`config.mk`:
```
export PLATFORM = sky130hd
export DESIGN_NAME = c8f_ctrl
export DESIGN_NICKNAME = d
export VERILOG_FILES = /design/src/chip8_f_group_execute_unit_macros.svh /design/src/c8f_pkg.sv /design/src/c8f_ctrl.sv
export SDC_FILE = /design/constraint.sdc
export NUM_CORES = 1
export LEC_CHECK = 0
export BUFFER_PORTS_ARGS = -buffer_cell sky130_fd_sc_hd__buf_2
export CORE_AREA = 2 2 39 41
export DETAILED_ROUTE_END_ITERATION = 16
export DIE_AREA = 0 0 41 43
export PLACE_DENSITY = 0.56
export SYNTH_ARGS = -nofsm -noshare
export SYNTH_HDL_FRONTEND = slang
export SYNTH_SLANG_ARGS = --single-unit
```
`constraint.sdc`:
```
create_clock -name clk -period 1.8 [get_ports clk]
set_input_delay 0.18 -clock clk [delete_from_list [all_inputs] [get_ports clk]]
set_output_delay 0.18 -clock clk [all_outputs]
set_load 0.01 [all_outputs]
```
`src/chip8_f_group_execute_unit_macros.svh`:
```
// ---------------------------------------------------------------------------
// Assertion macros for the CHIP-8 Fxxx execute unit
// Concurrent checks; compiled out for synthesis.
// ---------------------------------------------------------------------------
`ifndef CHIP8_F_GROUP_EXECUTE_UNIT_MACROS_SVH
`define CHIP8_F_GROUP_EXECUTE_UNIT_MACROS_SVH

`ifndef SYNTHESIS

// ante implies cons in the same cycle
`define C8F_ASSERT_SAME(name, clk, rst_n, ante, cons) \
  name: assert property (@(posedge clk) disable iff (!rst_n) (ante) |-> (cons)) \
    else $error("check failed: same-cycle implication");

// ante implies cons in the next cycle
`define C8F_ASSERT_NEXT(name, clk, rst_n, ante, cons) \
  name: assert property (@(posedge clk) disable iff (!rst_n) (ante) |=> (cons)) \
    else $error("check failed: next-cycle implication");

`else

`define C8F_ASSERT_SAME(name, clk, rst_n, ante, cons)
`define C8F_ASSERT_NEXT(name, clk, rst_n, ante, cons)

`endif

`endif

```
`src/c8f_pkg.sv`:
```
// ---------------------------------------------------------------------------
// c8f_pkg
// Shared constants, codes and controller/datapath interface types.
// ---------------------------------------------------------------------------
`timescale 1ns / 1ps

package c8f_pkg;

  localparam int MEM_DEPTH   = 4096;
  localparam int ADDR_W      = $clog2(MEM_DEPTH);
  localparam int NUM_KEYS    = 16;
  localparam int GLYPH_BYTES = 5;
  localparam int NUM_REGS    = 16;
  localparam int RIDX_W      = $clog2(NUM_REGS);

  localparam logic [11:0] FONT_BASE_RST = 12'd80;
  localparam logic [15:0] X_FIELD_MASK  = 16'h0F00;

  localparam int BCD_HUNDRED = 100;
  localparam int BCD_TEN     = 10;

  // action codes
  localparam logic [1:0] ACT_EXEC   = 2'd0;
  localparam logic [1:0] ACT_HWRITE = 2'd1;
  localparam logic [1:0] ACT_HREAD  = 2'd2;

  // status codes
  localparam logic [1:0] ST_DONE   = 2'd0;
  localparam logic [1:0] ST_REPEAT = 2'd1;
  localparam logic [1:0] ST_BAD    = 2'd2;

  // Fxnn low byte codes
  localparam logic [7:0] LB_RD_DELAY  = 8'h07;
  localparam logic [7:0] LB_KEY       = 8'h0A;
  localparam logic [7:0] LB_SET_DELAY = 8'h15;
  localparam logic [7:0] LB_SET_SOUND = 8'h18;
  localparam logic [7:0] LB_ADD_I     = 8'h1E;
  localparam logic [7:0] LB_FONT      = 8'h29;
  localparam logic [7:0] LB_BCD       = 8'h33;
  localparam logic [7:0] LB_STORE     = 8'h55;
  localparam logic [7:0] LB_LOAD      = 8'h65;
  localparam logic [3:0] OPC_GROUP_F  = 4'hF;

  typedef enum logic [3:0] {
    OP_RD_DELAY,
    OP_KEY,
    OP_SET_DELAY,
    OP_SET_SOUND,
    OP_ADD_I,
    OP_FONT,
    OP_BCD,
    OP_STORE,
    OP_LOAD,
    OP_HWRITE,
    OP_HREAD,
    OP_BAD
  } op_t;

  typedef struct packed {
    logic capture;   // latch the input item
    logic exec;      // single-step operation or host write
    logic mem_rd;    // host read of memory
    logic bcd_wr;    // write one BCD digit
    logic st_wr;     // write V[cnt] to memory
    logic ld_rd;     // read memory for V[cnt]
    logic cnt_inc;
    logic out_load;  // load the result register
  } cmd_t;

  typedef struct packed {
    op_t  op;
    logic cnt_last;  // cnt == x
    logic bcd_last;  // last BCD digit
  } sts_t;

endpackage

```
`src/c8f_ctrl.sv`:
```
// ---------------------------------------------------------------------------
// c8f_ctrl
// Sequencer: decode dispatch, memory sweeps and result handoff.
// ---------------------------------------------------------------------------
`timescale 1ns / 1ps

module c8f_ctrl (
  input  logic          clk,
  input  logic          rst_n,
  input  logic          in_tvalid,
  output logic          in_tready,
  output logic          out_tvalid,
  input  logic          out_tready,
  input  c8f_pkg::sts_t sts,
  output c8f_pkg::cmd_t cmd
);
  import c8f_pkg::*;

  typedef enum logic [2:0] {
    S_IDLE,
    S_DECODE,
    S_BCD,
    S_STORE,
    S_LOAD,
    S_LDRAIN,
    S_FINISH
  } state_t;

  state_t state_r, state_nxt;
  logic   out_valid_r, out_valid_nxt;

  assign in_tready  = (state_r == S_IDLE);
  assign out_tvalid = out_valid_r;

  always_comb begin
    state_nxt     = state_r;
    cmd           = '0;
    out_valid_nxt = out_valid_r && !out_tready;
    case (state_r)
      S_IDLE: begin
        if (in_tvalid) begin
          cmd.capture = 1'b1;
          state_nxt   = S_DECODE;
        end
      end
      S_DECODE: begin
        case (sts.op)
          OP_BCD:   state_nxt = S_BCD;
          OP_STORE: state_nxt = S_STORE;
          OP_LOAD:  state_nxt = S_LOAD;
          OP_HREAD: begin
            cmd.mem_rd = 1'b1;
            state_nxt  = S_FINISH;
          end
          default: begin
            cmd.exec  = 1'b1;
            state_nxt = S_FINISH;
          end
        endcase
      end
      S_BCD: begin
        cmd.bcd_wr = 1'b1;
        if (sts.bcd_last) state_nxt = S_FINISH;
        else cmd.cnt_inc = 1'b1;
      end
      S_STORE: begin
        cmd.st_wr = 1'b1;
        if (sts.cnt_last) state_nxt = S_FINISH;
        else cmd.cnt_inc = 1'b1;
      end
      S_LOAD: begin
        cmd.ld_rd = 1'b1;
        if (sts.cnt_last) state_nxt = S_LDRAIN;
        else cmd.cnt_inc = 1'b1;
      end
      // last loaded byte lands in the register file here
      S_LDRAIN: state_nxt = S_FINISH;
      S_FINISH: begin
        if (!out_valid_r || out_tready) begin
          cmd.out_load  = 1'b1;
          out_valid_nxt = 1'b1;
          state_nxt     = S_IDLE;
        end
      end
      default: state_nxt = S_IDLE;
    endcase
  end

  always_ff @(posedge clk) begin
    if (!rst_n) begin
      state_r     <= S_IDLE;
      out_valid_r <= 1'b0;
    end else begin
      state_r     <= state_nxt;
      out_valid_r <= out_valid_nxt;
    end
  end

endmodule

```
======== Word level (Yosys, flattened, before mapping) ========
Cells that the tools add are included.
operators by class
  eq/ne operators ......................... 15
  multiplexer cells ....................... 22
  reductions and logical operators ........ 8
operator list
  kind                count
  $pmux 3 s7          1
  $mux 3              5
  $mux 1              13
  $ne 2x2->1 const B  5
  $eq 3x3->1 const B  3
  $pmux 3 s3          1
  $eq 4x3->1 const B  2
  $eq 4x4->1 const B  2
  $eq 3x2->1 const B  2
  $reduce_and 5->1    1
  $reduce_or 4->1     1
  $eq 3x1->1 const B  1
  $logic_not 3->1     1
  $logic_not 1->1     2
  $mux 2              1
  $pmux 1 s2          1
  $reduce_or 2->1     1
  $logic_and 1x1->1   1
  $logic_or 1x1->1    1
storage, ports and cells
  register bits after elaboration ......... 4
  bits of input ports ..................... 10
  output and inout port bits .............. 10
  word-level logic and storage cells ...... 47

======== Logic depth before layout (Yosys ltp) ========
  depth after elaboration ................. 4
  depth in mapped cells ................... 5

======== Worst setup path before layout ========
OpenSTA, ideal clock, no wires.
  path type ............................... reg2reg
  start ................................... register state_r[1]
  end ..................................... register state_r[2]
  setup time .............................. 126 ps
  arrival time ............................ 1108 ps
  data required time ...................... 1674 ps
  setup slack ............................. 566 ps
  cell stages (with the launch flop) ...... 6
  clock period less this slack ............ 1234 ps
  cell sequence ........................... dfxtp_1 -> buf_2 -> nor3b_2 -> o2bb2ai_2 -> a21o_1 -> o31ai_2
between the ends
  cells in the longest elaborated chain, start to end .. 3
  elaborated cells between the ends (all ways) .. 14
  those cells by class .................... eq/ne (11); mux (1); reduce/logical (2)
RTL lines
  item                                      RTL line        text
  from (decl)                               c8f_ctrl.sv:29  state_t state_r, state_nxt;
  from (signal assigned)                    c8f_ctrl.sv:94  state_r <= state_nxt;
  $eq 3x3->1, or another cell as far along  c8f_ctrl.sv:39  case (state_r)
  $ne 2x2->1 (no source line)               -
  $reduce_and 5->1 (no source line)         -
Several ways; a longest one is shown, not always the timed one.
A chain may end at the register's enable or synchronous reset.

==> impl_results.md <==
* Slowest cell on the critical path: dfxtp_1
* Maximum vdd drop at 0.000539 V
* Sequential Power Share at 28.6%
* P per Cell Area at 1370 nW/um2
* Worst rel slew slack at 77.3%
* Number of port buffers at 19
* Initial antenna violation count at 0
* Clk pin slew, worst setup/hold paths at 0.04 ns
* Critical path arrival at 1.35 ns
* Via density at 4.56
* Ys Warns at 0
* Hold Path Sink: out_tvalid
* Smallest hold slack at 0.245 ns
* WL final at 808 um
* Die X at 41 um
* Max-slew violation count at 0
* Syn nets at 55
* Post-Syn Area per Cell at 7.45 um2
* Worst Hold Class: in2reg
* Vias in the first global route at 311
* Hold Path Stages at 2
* Psw at 0.273 mW
* Drt initial violations at 2
* Max Cap Viol at 0
* Final Wtd Congestion at 0.811
* Core Box Area at 1380 um2
* Gr usage total at 11.1%
* Clk root buf: clkbuf_4
* Layout cells sized above 1 at 41.5%
* Clk sink count at 4
* Final worst-path setup slack at 0.272 ns
* Final number of hold-violating endpoints at 0
* CP delay by family, top: flip-flops
* Pre-Repair DR Iteration Count at 3
* Final setup viols at 0
* R2R cell count at 4
* Sw Share at 43.3%
* Slew @ Worst Pin at 0.340 ns
* Chip Height at 43 um
* P_leak at 0.224 nW
* Crit start category: flip-flop
* Status: finished, final reports clean
* Ys async rst share at 0%
* Seq/Total Area, Yosys at 23.9%
* Wirelength per Cell at 9.98 um
* Top Ports at 20
* CTS tree: yes
* Post-placement setup slack at 0.509 ns
* Final Cell Area at 459 um2
* Largest net degree at the start of global routing at 11
* Nets at 77
* Critical-path cell list: mux2_2 > o2bb2ai_2 > buf_2
* Worst endpoint required time at 1.62 ns
* Synth unique cells at 25
* DP Area at 437 um2
* Antenna cells at 0
* Max incr delay on CP at 0.44 ns
* WP buf/inv at 1
* Post-synth EDFFs at 0
* Min-delay src: rst_n
* Post_cts resized at 0
* Worst reg2reg path startpoint: state_r[0]
* Initial core utilization at 24.2%
* Setup TNS at 0 ns
* Die ar. at 1760 um2
* #FFs+latches synth at 4
* Worst R2R End: state_r[0]
* GRT overflow at 0
* Site Rows at 14
* CTS Buf Count at 3
* Logic pwr share at 53.3%
* Area grow syn2layout at 36.9%
* RSZ-0062 raised after global routing: no
* Hold Buf Count CTS at 0
* Internal Power at 0.358 mW
* Worst skew pair latency at 0.24 ns
* Clk_skew at 0.00295 ns
* Post-Synthesis Cells at 45
* Clock power share at 18.1%
* Crit. End Element: output pin
* Total setup buffers inserted after CTS at 0
* DR DRC count at 0
* Post-DP HPWL at 637 um
* Clock Path Buffers at 2
* Routed Antenna Nets at 0
* Netlist Area Pre-Place at 335 um2
* Reg2reg setup slack at 0.51 ns
* Highest Clock Rate at 654 MHz
* Top FF cell, synth: dfxtp_1
* First-pass GRT wire length at 1.25 mm
* Fin crit period at 1.53 ns
* Critical Path Fanout Max at 8
* CTS H-tree depth at 1
* Via count at 369
* Critical path class: reg2out
* Final Cycle Share at 84.9%
==> power groups by stage <==
stage	clock, mW	combinational (mW)	sequential [mW]
detailed placement	0	0.340	0.181
global placement	0	0.341	0.184
floorplan	0	0.294	0.135
global route	0.130	0.372	0.190
CTS	0.119	0.342	0.180
finish	0.114	0.336	0.181
==> registers in the layout, summed over array words and instances (netlist names) <==
register,cells
out_tvalid,1
state_r,3
==> through the flow <==
| stage | power (mW) | cells | util [%] |
|---|---|---|---|
| 6_report | 0.631 | 81 | 33.2 |
| 5_1_grt | 0.691 | 81 | 33.2 |
| 4_1_cts | 0.641 | 81 | 33.2 |
| 3_5_place_dp | 0.522 | 78 | 31.6 |
| 3_3_place_gp | 0.525 | 78 | 31.6 |
| 2_1_floorplan | 0.428 | 45 | - |
==> kinds of logic (layout without fill, tap and decap cells) <==
kind of cell	after synthesis	in the layout	synth area share (%)
compound gates	11	11	23.9
flops	4	4	23.9
simple gates	24	24	40.3
buf+inv	5	25	8.58
mux	1	1	3.36
==> metal layers <==
| metal | up-vias | track usage, % | share of wire [%] | wire, um |
|---|---|---|---|---|
| li1 | 202 | - | - | - |
| met5 | - | 0 | 0 | 0 |
| met3 | 0 | 7.85 | 9.3 | 75 |
| met4 | 0 | 6.00 | 0 | 0 |
| met1 | 153 | 13.2 | 48 | 385 |
| met2 | 14 | 14.1 | 43 | 346 |
==> cell usage in the layout, fill, tap and decap left out, drive strengths merged, types with 2 or more instances in the layout <==
cell type / instances
buf: 20
inv: 2
nor3b: 2
dfxtp: 4
o21ai: 4
clkbuf: 3
nor2: 7
nand2: 2
nand3: 3
a21oi: 2
nand3b: 2
nand2b: 3
==> synth_stat cells (2+ instances only) <==
cell | instances | share of area (%)
a21oi_1 | 2 | 3.0
nand3b_1 | 2 | 4.5
o21ai_0 | 2 | 3.0
nor2_1 | 7 | 7.8
dfxtp_1 | 4 | 24
nand2b_1 | 3 | 5.6
nand2_1 | 2 | 2.2
o21ai_1 | 2 | 3.0
inv_1 | 2 | 2.2
nand3_1 | 3 | 4.5
buf_2 | 2 | 3.0
==> worst max path at each step <==
stage,startpoint,endpoint,slack (ns),depth (start not counted)
2_1_floorplan,state_r[1],state_r[2],0.57,5
3_3_place_gp,state_r[0],cmd[1],0.53,3
3_5_place_dp,state_r[0],state_r[0],0.51,4
4_1_cts,state_r[0],cmd[1],0.25,3
5_1_grt,state_r[0],cmd[1],0.20,3
6_report,state_r[0],cmd[1],0.27,3
==> layout make-up <==
| cell class | count | area, um2 |
|---|---|---|
| multi-input combinational | 36 | 226 |
| tap | 16 | 20.0 |
| fill | 149 | 925 |
| timing repair buffer | 20 | 103 |
| clock buffer | 3 | 22.5 |
| inverter | 2 | 7.51 |
| sequential | 4 | 80.1 |
Power figures use the tool's default switching activity.
